$ cat config.mk
export PLATFORM = sky130hd
export DESIGN_NAME = bresenham_line_rasterizer
export DESIGN_NICKNAME = d
export VERILOG_FILES = /design/src/hdl/blr_pkg.sv /design/src/hdl/bresenham_line_rasterizer.sv
export SDC_FILE = /design/constraint.sdc
export NUM_CORES = 1
export LEC_CHECK = 0
export ABC_AREA = 1
export ABC_CLOCK_PERIOD_IN_PS = 5700
export BUFFER_PORTS_ARGS = -buffer_cell sky130_fd_sc_hd__buf_2
export CAP_MARGIN = 20
export CORE_MARGIN = 2
export CORE_UTILIZATION = 59
export CTS_BUF_LIST = sky130_fd_sc_hd__clkbuf_16
export CTS_CLUSTER_SIZE = 40
export DETAILED_ROUTE_END_ITERATION = 10
export GPL_TIMING_DRIVEN = 0
export PLACE_DENSITY = 0.87
export REMOVE_ABC_BUFFERS = 1
export SLEW_MARGIN = 20
export SYNTH_ARGS = -nofsm -noshare
export SYNTH_HDL_FRONTEND = slang
export SYNTH_SLANG_ARGS = --single-unit
$ cat constraint.sdc
create_clock -name clk -period 5.7 [get_ports clk]
set_input_delay 0.57 -clock clk [delete_from_list [all_inputs] [get_ports clk]]
set_output_delay 0.57 -clock clk [all_outputs]
set_load 0.05 [all_outputs]
$ cat src/hdl/blr_pkg.sv
// ----------------------------------------------------------------------------
// Bresenham line rasteriser package
// Widths, codes and item layouts shared by the line rasteriser.
// ----------------------------------------------------------------------------
package blr_pkg;

  localparam int COORD_BITS = 13;
  localparam int DELTA_BITS = COORD_BITS + 1;
  localparam int CNT_BITS   = COORD_BITS + 1;
  localparam int ERR_BITS   = COORD_BITS + 3;
  localparam int COLOR_BITS = 24;
  localparam int DIM_BITS   = 13;
  localparam int CMP_BITS   = (COORD_BITS > DIM_BITS) ? COORD_BITS : DIM_BITS;
  localparam int ADDR_BITS  = 3;
  localparam int DATA_BITS  = 32;

  localparam int CMD_BITS      = 4 * COORD_BITS + COLOR_BITS;
  localparam int IN_TDATA_BITS = ((CMD_BITS + 7) / 8) * 8;
  localparam int PIX_BITS      = 2 * COORD_BITS + COLOR_BITS + 1;
  localparam int OUT_TDATA_BITS = ((PIX_BITS + 7) / 8) * 8;

  localparam logic [DIM_BITS-1:0] WIDTH_RESET  = DIM_BITS'(640);
  localparam logic [DIM_BITS-1:0] HEIGHT_RESET = DIM_BITS'(480);

  typedef enum logic {
    OP_LINE = 1'b0,
    OP_STEP = 1'b1
  } op_t;

  typedef enum logic {
    REG_SURFACE_WIDTH  = 1'b0,
    REG_SURFACE_HEIGHT = 1'b1
  } reg_index_t;

  typedef struct packed {
    logic y_neg;
    logic x_neg;
    logic x_major;
  } step_dirs_t;

  typedef struct packed {
    logic [COLOR_BITS-1:0] line_color;
    logic [COORD_BITS-1:0] y_end;
    logic [COORD_BITS-1:0] x_end;
    logic [COORD_BITS-1:0] y_start;
    logic [COORD_BITS-1:0] x_start;
  } line_cmd_t;

  typedef struct packed {
    logic                  write_enable;
    logic [COLOR_BITS-1:0] pixel_color;
    logic [COORD_BITS-1:0] pixel_y;
    logic [COORD_BITS-1:0] pixel_x;
  } pixel_t;

endpackage

$ cat src/hdl/bresenham_line_rasterizer.sv
// ----------------------------------------------------------------------------
// Bresenham line rasteriser
// Sets up a line from a command item and emits one pixel per step item while a line is active.
// ----------------------------------------------------------------------------
// The block takes one item in every clock cycle. A line command is set up in
// the cycle it is accepted, and each step item emits one pixel into the
// output register, one error add and compare on the registered stepper state.
// The input side stalls only while a pixel waits in the output register
// untaken.
module bresenham_line_rasterizer (
  input  logic                                 clk,
  input  logic                                 rst,
  input  logic                                 s_tvalid,
  output logic                                 s_tready,
  // x_start, y_start, x_end, y_end, line_color, zero padding
  input  logic [blr_pkg::IN_TDATA_BITS-1:0]    s_tdata,
  // op
  input  logic [0:0]                           s_tuser,
  output logic                                 m_tvalid,
  input  logic                                 m_tready,
  // pixel_x, pixel_y, pixel_color, write_enable, zero padding
  output logic [blr_pkg::OUT_TDATA_BITS-1:0]   m_tdata,
  output logic                                 m_tlast,
  input  logic                                 psel,
  input  logic                                 penable,
  input  logic                                 pwrite,
  input  logic [blr_pkg::ADDR_BITS-1:0]        paddr,
  input  logic [blr_pkg::DATA_BITS-1:0]        pwdata,
  output logic [blr_pkg::DATA_BITS-1:0]        prdata,
  output logic                                 pready
);

  localparam int CB = blr_pkg::COORD_BITS;
  localparam int DB = blr_pkg::DELTA_BITS;
  localparam int NB = blr_pkg::CNT_BITS;
  localparam int EB = blr_pkg::ERR_BITS;

  logic [blr_pkg::DIM_BITS-1:0]   surface_width, surface_height;
  logic                           active, active_next;
  logic [CB-1:0]                  cur_x, cur_x_next, cur_y, cur_y_next;
  logic [EB-1:0]                  error_term, error_term_next;
  logic [EB-1:0]                  inc_straight, inc_straight_next;
  logic [EB-1:0]                  inc_diagonal, inc_diagonal_next;
  blr_pkg::step_dirs_t            step_dirs, step_dirs_next;
  logic [NB-1:0]                  pixels_left, pixels_left_next;
  logic [blr_pkg::COLOR_BITS-1:0] held_color, held_color_next;
  blr_pkg::pixel_t                out_pixel, out_pixel_next;
  logic                           out_last, out_last_next;
  logic                           out_valid, out_valid_next;

  blr_pkg::line_cmd_t             cmd;
  logic                           in_accept, is_step, cfg_write;
  logic signed [DB-1:0]           dx_raw, dy_raw;
  logic [DB-1:0]                  dx_abs, dy_abs, d_maj, d_min;
  logic [EB-1:0]                  min2, maj2;
  blr_pkg::step_dirs_t            dirs_new;
  logic                           take_diag, is_last, in_bounds;

  assign cmd       = blr_pkg::line_cmd_t'(s_tdata[blr_pkg::CMD_BITS-1:0]);
  assign is_step   = (blr_pkg::op_t'(s_tuser[0]) == blr_pkg::OP_STEP);
  assign s_tready  = !out_valid || m_tready;
  assign in_accept = s_tvalid && s_tready;

  assign pready    = 1'b1;
  assign cfg_write = psel && penable && pwrite && pready;

  always_comb begin
    case (blr_pkg::reg_index_t'(paddr[2]))
      blr_pkg::REG_SURFACE_WIDTH:  prdata = blr_pkg::DATA_BITS'(surface_width);
      blr_pkg::REG_SURFACE_HEIGHT: prdata = blr_pkg::DATA_BITS'(surface_height);
      default:                     prdata = '0;
    endcase
  end

  // Line setup.
  always_comb begin
    dx_raw = $signed({cmd.x_end[CB-1], cmd.x_end}) - $signed({cmd.x_start[CB-1], cmd.x_start});
    dy_raw = $signed({cmd.y_end[CB-1], cmd.y_end}) - $signed({cmd.y_start[CB-1], cmd.y_start});
    dx_abs = dx_raw[DB-1] ? DB'(-dx_raw) : DB'(dx_raw);
    dy_abs = dy_raw[DB-1] ? DB'(-dy_raw) : DB'(dy_raw);
    dirs_new.x_major = (dx_abs >= dy_abs);
    dirs_new.x_neg   = ($signed(cmd.x_start) > $signed(cmd.x_end));
    dirs_new.y_neg   = ($signed(cmd.y_start) > $signed(cmd.y_end));
    d_maj = dirs_new.x_major ? dx_abs : dy_abs;
    d_min = dirs_new.x_major ? dy_abs : dx_abs;
    min2  = EB'({d_min, 1'b0});
    maj2  = EB'({d_maj, 1'b0});
  end

  // Pixel step.
  always_comb begin
    take_diag = !error_term[EB-1];
    is_last   = (pixels_left <= NB'(1));
    in_bounds = !cur_x[CB-1] && !cur_y[CB-1] &&
                (blr_pkg::CMP_BITS'(cur_x) < blr_pkg::CMP_BITS'(surface_width)) &&
                (blr_pkg::CMP_BITS'(cur_y) < blr_pkg::CMP_BITS'(surface_height));
  end

  always_comb begin
    active_next       = active;
    cur_x_next        = cur_x;
    cur_y_next        = cur_y;
    error_term_next   = error_term;
    inc_straight_next = inc_straight;
    inc_diagonal_next = inc_diagonal;
    step_dirs_next    = step_dirs;
    pixels_left_next  = pixels_left;
    held_color_next   = held_color;
    out_pixel_next    = out_pixel;
    out_last_next     = out_last;
    out_valid_next    = out_valid && !m_tready;
    if (in_accept && !is_step) begin
      active_next       = 1'b1;
      cur_x_next        = cmd.x_start;
      cur_y_next        = cmd.y_start;
      error_term_next   = min2 - EB'(d_maj);
      inc_straight_next = min2;
      inc_diagonal_next = min2 - maj2;
      step_dirs_next    = dirs_new;
      pixels_left_next  = NB'(d_maj) + NB'(1);
      held_color_next   = cmd.line_color;
    end else if (in_accept && active) begin
      out_valid_next              = 1'b1;
      out_pixel_next.pixel_x      = cur_x;
      out_pixel_next.pixel_y      = cur_y;
      out_pixel_next.pixel_color  = held_color;
      out_pixel_next.write_enable = in_bounds;
      out_last_next               = is_last;
      error_term_next = error_term + (take_diag ? inc_diagonal : inc_straight);
      if (take_diag || step_dirs.x_major) begin
        cur_x_next = cur_x + {{(CB-1){step_dirs.x_neg}}, 1'b1};
      end
      if (take_diag || !step_dirs.x_major) begin
        cur_y_next = cur_y + {{(CB-1){step_dirs.y_neg}}, 1'b1};
      end
      if (is_last) begin
        active_next      = 1'b0;
        pixels_left_next = '0;
      end else begin
        pixels_left_next = pixels_left - NB'(1);
      end
    end
  end

  always_ff @(posedge clk) begin
    if (rst) begin
      surface_width  <= blr_pkg::WIDTH_RESET;
      surface_height <= blr_pkg::HEIGHT_RESET;
    end else if (cfg_write) begin
      case (blr_pkg::reg_index_t'(paddr[2]))
        blr_pkg::REG_SURFACE_WIDTH:  surface_width  <= pwdata[blr_pkg::DIM_BITS-1:0];
        blr_pkg::REG_SURFACE_HEIGHT: surface_height <= pwdata[blr_pkg::DIM_BITS-1:0];
        default: begin
        end
      endcase
    end
  end

  always_ff @(posedge clk) begin
    if (rst) begin
      active       <= 1'b0;
      cur_x        <= '0;
      cur_y        <= '0;
      error_term   <= '0;
      inc_straight <= '0;
      inc_diagonal <= '0;
      step_dirs    <= '0;
      pixels_left  <= '0;
      held_color   <= '0;
      out_valid    <= 1'b0;
    end else begin
      active       <= active_next;
      cur_x        <= cur_x_next;
      cur_y        <= cur_y_next;
      error_term   <= error_term_next;
      inc_straight <= inc_straight_next;
      inc_diagonal <= inc_diagonal_next;
      step_dirs    <= step_dirs_next;
      pixels_left  <= pixels_left_next;
      held_color   <= held_color_next;
      out_valid    <= out_valid_next;
    end
  end

  always_ff @(posedge clk) begin
    out_pixel <= out_pixel_next;
    out_last  <= out_last_next;
  end

  assign m_tvalid = out_valid;
  assign m_tdata  = blr_pkg::OUT_TDATA_BITS'(out_pixel);
  assign m_tlast  = out_last;

  a_active_has_pixels: assert property (@(posedge clk) disable iff (rst)
    active |-> (pixels_left != '0))
    else $error("line active with no pixels left");

  a_idle_step_silent: assert property (@(posedge clk) disable iff (rst)
    (in_accept && is_step && !active) |=> !m_tvalid)
    else $error("step while idle produced a pixel");

  a_command_loads: assert property (@(posedge clk) disable iff (rst)
    (in_accept && !is_step) |=> (active && !m_tvalid))
    else $error("line command did not start a line cleanly");

endmodule
* Word level (Yosys, flattened, before mapping) *
Cells that the tools add are included.

storage, ports and cells
  register bits = 193
  input port bits = 123
  output and inout bits = 92
  word-level logic and storage cells = 89

operators by class
  add/subtract/negate cells = 11
  magnitude comparators = 6
  mux-type cells = 22
  bitwise gates (word level) = 2
  reduce and logical (&&, ||, !) cells = 29

operator list
  operator               number
  $mux 14                7
  $mux 13                6
  $pmux 32 s2            1
  $mux 16                3
  $neg 14->14            2
  $sub 13x13->14         2
  $add 13x13->13         2
  $gt 13x13->1           2
  $lt 13x13->1           2
  $add 16x16->16         1
  $sub 15x14->16         1
  $sub 15x15->16         1
  $add 14x1->14 const B  1
  $ge 14x14->1           1
  $le 14x1->1 const B    1
  $sub 14x1->14 const B  1
  $reduce_and 2->1       6
  $logic_and 1x1->1      9
  $reduce_bool 2->1      4
  $logic_not 1->1        7
  $mux 1                 5
  $logic_or 1x1->1       3
  $not 1->1              2

* Depth between registers and ports, before layout *
  depth in word-level cells = 7
  gate-level depth with buffers = 44
  depth with buffers taken out = 42

* Least setup slack after synthesis *
Ideal clock, no wire load.

  path kind = input to register
  start point = in s_tdata[39] (netlist name)
  end point = reg error_term[13]
  setup time = 0.070 ns
  arrival time = 5.203 ns
  required time = 5.630 ns
  path slack = 0.427 ns
  cell stages on the path = 35
  buffers on the path = 2
  path through = inv_1 ha_1 inv_1 fa_1 nor3_1 nand3_1 nor3_1 inv_1 nor3_1 inv_1 nor2_1 a21oi_1 xor2_1 ha_1 nand2_1 o41ai_1 inv_1 nor2_4 nor2_8 nand2_8 buf_6 buf_4 nand2_1 o21ai_1 inv_1 ha_1 nand2_1 inv_1 nand3_1 inv_1 a21oi_1 nand2_1 nand2_1 nand3_1 a21oi_1

on the way
  longest elaborated chain between the ends = 7
  elaborated cells on any way between the ends = 8
  classes of those cells = add/sub: 3; order compare: 1; mux: 4

RTL lines
  item                               RTL line                                                          text
  from (decl)                        bresenham_line_rasterizer.sv:16                                   input logic [blr_pkg::IN_TDATA_BITS-1:0] s_tdata,
  $sub 13x13->14 *                   bresenham_line_rasterizer.sv:78                                   dy_raw = $signed({cmd.y_end[CB-1], cmd.y_end}) - $signed({cmd.y_start[CB-1], cmd.y_start});
  $neg 14->14                        bresenham_line_rasterizer.sv:80                                   dy_abs = dy_raw[DB-1] ? DB'(-dy_raw) : DB'(dy_raw);
  $mux 14 *                          bresenham_line_rasterizer.sv:80
  $ge 14x14->1                       bresenham_line_rasterizer.sv:81                                   dirs_new.x_major = (dx_abs >= dy_abs);
  $mux 14, on equally long branches  bresenham_line_rasterizer.sv:85, bresenham_line_rasterizer.sv:84
  $sub 15x14->16 *                   bresenham_line_rasterizer.sv:116                                  error_term_next = min2 - EB'(d_maj);
  $mux 16 *                          bresenham_line_rasterizer.sv:112                                  if (in_accept && !is_step) begin
  to (signal assigned)               bresenham_line_rasterizer.sv:175                                  error_term <= error_term_next;
  to (decl)                          bresenham_line_rasterizer.sv:41                                   logic [EB-1:0] error_term, error_term_next;

Mark *: on every way between the ends. The rest lies on a longest branch, timed or not.
A chain may end at the register's enable or synchronous reset.

* Worst setup path after layout *
  start point = in s_tdata[39] (netlist name)
  end point = reg error_term[13]

on the way
  longest elaborated chain between the ends = 7
  elaborated cells on any way between the ends = 8
  classes of those cells = add/sub: 3; order compare: 1; mux: 4

RTL lines
  item              RTL line                          text
  $sub 13x13->14 *  bresenham_line_rasterizer.sv:78
  $neg 14->14       bresenham_line_rasterizer.sv:80
  $mux 14 *         bresenham_line_rasterizer.sv:80
  $ge 14x14->1      bresenham_line_rasterizer.sv:81
  $mux 14 *         bresenham_line_rasterizer.sv:85   d_min = dirs_new.x_major ? dy_abs : dx_abs;
  via d_min[11]     bresenham_line_rasterizer.sv:54   logic [DB-1:0] dx_abs, dy_abs, d_maj, d_min;
  $sub 15x14->16 *  bresenham_line_rasterizer.sv:116
  $mux 16 *         bresenham_line_rasterizer.sv:112

Mark *: on every way through the listed nets, which the timed path passes. The rest lies on a longest branch.

==> impl_results.md <==
- Status: finished, final reports clean
- Post-synth top cells: nand2_1 (462), inv_1 (287), a21oi_1 (166)
- Pleak: 8.208 nW
- Routed Antenna Nets: 0
- DP Area: 0.01540 mm2
- Post-synth cell types: 59
- CP Capture Point: error_term[13]$_SDFFE_PP0P_
- Worst-case clock skew: 19.91 ps
- CTS Hold Bufs: 0
- Critical R2R Capture: inc_straight[6]$_SDFFE_PP0P_
- Worst Setup SP: s_tdata[39]
- Post-route minimum period: 5415 ps
- Gate Count Post-Synth: 2068
- Register bit total from synthesis: 191
- Synth area leader: dfxtp_1
- Starting Density: 0.5957
- Max VDD drop: 0.2907 mV
- Critical Path RT: 6090 ps
- Post-synth EDFFs: 52
- First-pass GRT wire length: 66240 um
- Worst endpoint data arrival time: 5810 ps
- FILL cells: 2004
- Reg2reg start: m_tvalid$_SDFF_PP0_
- Mapped cell area: 0.01436 mm2
- Placeable Area: 0.02411 mm2
- Startpoint types: input port
- Crit path max-delay cell type: fa_2
- Crit-path max FO: 9
- Class of the worst hold path: input port to flop
- HP Start: s_tdata[52]
- Clock Path Buffers: 2
- Final max-slew violation count: 0
- Remaining Overflow, GRT: 0
- FMAX: 184.7 MHz
- Final setup vio count: 0
- Most used cell, CP: inv_1
- Area growth syn-to-layout: 14.94%
- Critical Path Max Stage Delay: 480 ps
- Placed insts: 2503
- Ports: 215
- PortBufs: 164
- Drc violations: 0
- Vias in the first global route: 13610
- Layout cells sized above 1: 0.1725
- Crit. End Element: flop
- CP Class: input port to flop
- Power per cell area: 445.4 mW/mm2
- Final worst slack: 284.5 ps
- Starting DRC count in detailed routing: 1467
- Most common flop cell mapped by yosys: dfxtp_1
- Clk Latency, worst-skew pair: 460 ps
- Setup TNS: 0 ps
- # clock sinks: 191
- Final hold slack: 346.1 ps
- DP Worst Slack: -954.6 ps
- R2R Setup Slk: 1710 ps
- GPL Wtd Cong: 0.9493
- CTS buffer count: 17
- Clock-pin slew on the worst setup and hold paths: 90 ps
- Worst-margin pin slew: 1089 ps
- Routed len/inst: 16.48 um
- Post-DP HPWL: 30790 um
- Synth warn: 0
- Largest net degree at the start of global routing: 42
- Max-slew headroom: 0.2733
- Layout Cells excl Fill: 2570
- Routed via count: 14690
- Avg Inst Size Synth: 6.943 um2
- Initial antenna violation count: 3
- Largest cells by area after synthesis: dfxtp_1 (19%), nand2_1 (12%), edfxtp_1 (11%), ha_1 (9.7%), inv_1 (7.5%)
- Die W: 160 um
- FP Rows: 57
- All-Layer GR Usage: 0.3169
- Root Driver: clkbuf_16
- Max_cap viols: 0
- Pre-antenna DRT Iters: 6
- Final period util: 0.9501
- Post-synth ARST share: 0
- Reg2Reg Depth: 9
- Fin. Hold Viols: 0
- H-tree Lvls: 4
- Final WL: 42340 um
- CTS tree: built
- Seq/Total Area, Yosys: 0.3025
- Final instance area: 0.01650 mm2
- Most frequent cell after synthesis: nand2_1
- Chip Height: 160 um
- Die area: 0.02560 mm2
- Nets: 2469
- Post-synth top area share: 0.1938
- Vias per inst: 5.715
==> final cells by class <==
class | count | area, um2 | area share
Inverter | 307 | 1159 | 0.07020
Clock buffer | 17 | 425.4 | 0.02578
Sequential cell | 191 | 4344 | 0.2632
Tap cell | 324 | 405.4 | 0.02456
Clock inverter | 15 | 187.7 | 0.01137
Antenna cell | 3 | 7.507 | 0.0004549
Timing Repair Buffer | 198 | 1181 | 0.07156
Multi-Input combinational cell | 1515 | 8795 | 0.5329
==> flip-flops by register name, summed over array words and instances, names as in the netlist, 13 cells and up <==
register,cells
surface_width,13
surface_height,13
pixels_left,14
inc_diagonal,15
cur_y,13
m_tdata,51
cur_x,13
held_color,24
inc_straight,14
error_term,15
==> how the worst min path moves through the flow <==
stage / endpoint / cells after the start
floorplan: m_tdata[26]$_DFFE_PP_ / 0
CTS: held_color[0]$_SDFFE_PP0P_ / 2
global placement: m_tdata[35]$_DFFE_PP_ / 0
global route: held_color[11]$_SDFFE_PP0P_ / 2
finish: held_color[0]$_SDFFE_PP0P_ / 2
detailed placement: m_tdata[38]$_DFFE_PP_ / 0
==> cells in the final DEF, fill, tap and decap left out, types with 9 or more instances in the layout <==
master	count
nand4_1	20
buf_4	26
inv_1	281
dfxtp_1	139
buf_2	164
nor3_1	15
nand2_2	46
clkbuf_16	17
inv_2	22
o21ai_0	160
ha_2	9
a22o_1	26
o21ai_1	18
nand2_1	459
edfxtp_1	52
o211ai_1	9
nor2_2	12
a31oi_1	15
a21oi_1	164
nor2_1	124
nand3_1	129
xor2_1	43
conb_1	25
xnor2_1	13
ha_1	100
o22ai_1	10
nand2_4	11
==> power breakdown <==
part | switching [mW] | internal [mW] | leakage (nW) | total (mW)
clock network | 0.636 | 0.601 | 0.298 | 1.24
registers | 0.0912 | 1.52 | 1.65 | 1.61
logic | 3.02 | 1.48 | 6.26 | 4.50
==> layer usage <==
layer  GRT usage  wire, um
met5           0         0
met4      0.1323      1758
met1      0.4144     17370
met3     0.04130      3527
met2      0.5303     19690
==> stage by stage <==
stage                     utilization  total power [mW]
after floorplan                     -             4.722
after global placement         0.6305             5.539
after detailed placement       0.6391             5.640
after CTS                      0.6681             6.969
after global routing           0.6847             7.876
final                          0.6847             7.352
==> worst max-delay path, delay by kind of cell <==
kind | cells | cell delay, ps
simple gates | 14 | 1470
compound gates | 6 | 1130
fa+ha+maj | 5 | 1500
xor+xnor | 1 | 260
buf+inv | 10 | 890
==> cell families (layout without fill, tap and decap cells) <==
kind of cell	after synthesis	in the layout	synth area share
AO/OA/AOI/OAI	448	448	0.1751
XOR/XNOR	62	62	0.03782
adder cells (fa/ha/maj)	116	116	0.1037
buffers and inverters	391	537	0.1131
flip-flops	191	191	0.3025
other	2	28	0.0005230
AND/OR/NAND/NOR	858	864	0.2673
==> repair_timing <==
item | 4_1_cts | 5_1_grt
setup buffers | 5 | 21
pin swaps | 4 | 15
gates cloned | 4 | 2
resized for setup | 4 | 50
endpoints found under the setup margin | 18 | 30
No activity file was read; power rests on OpenSTA's default activity.
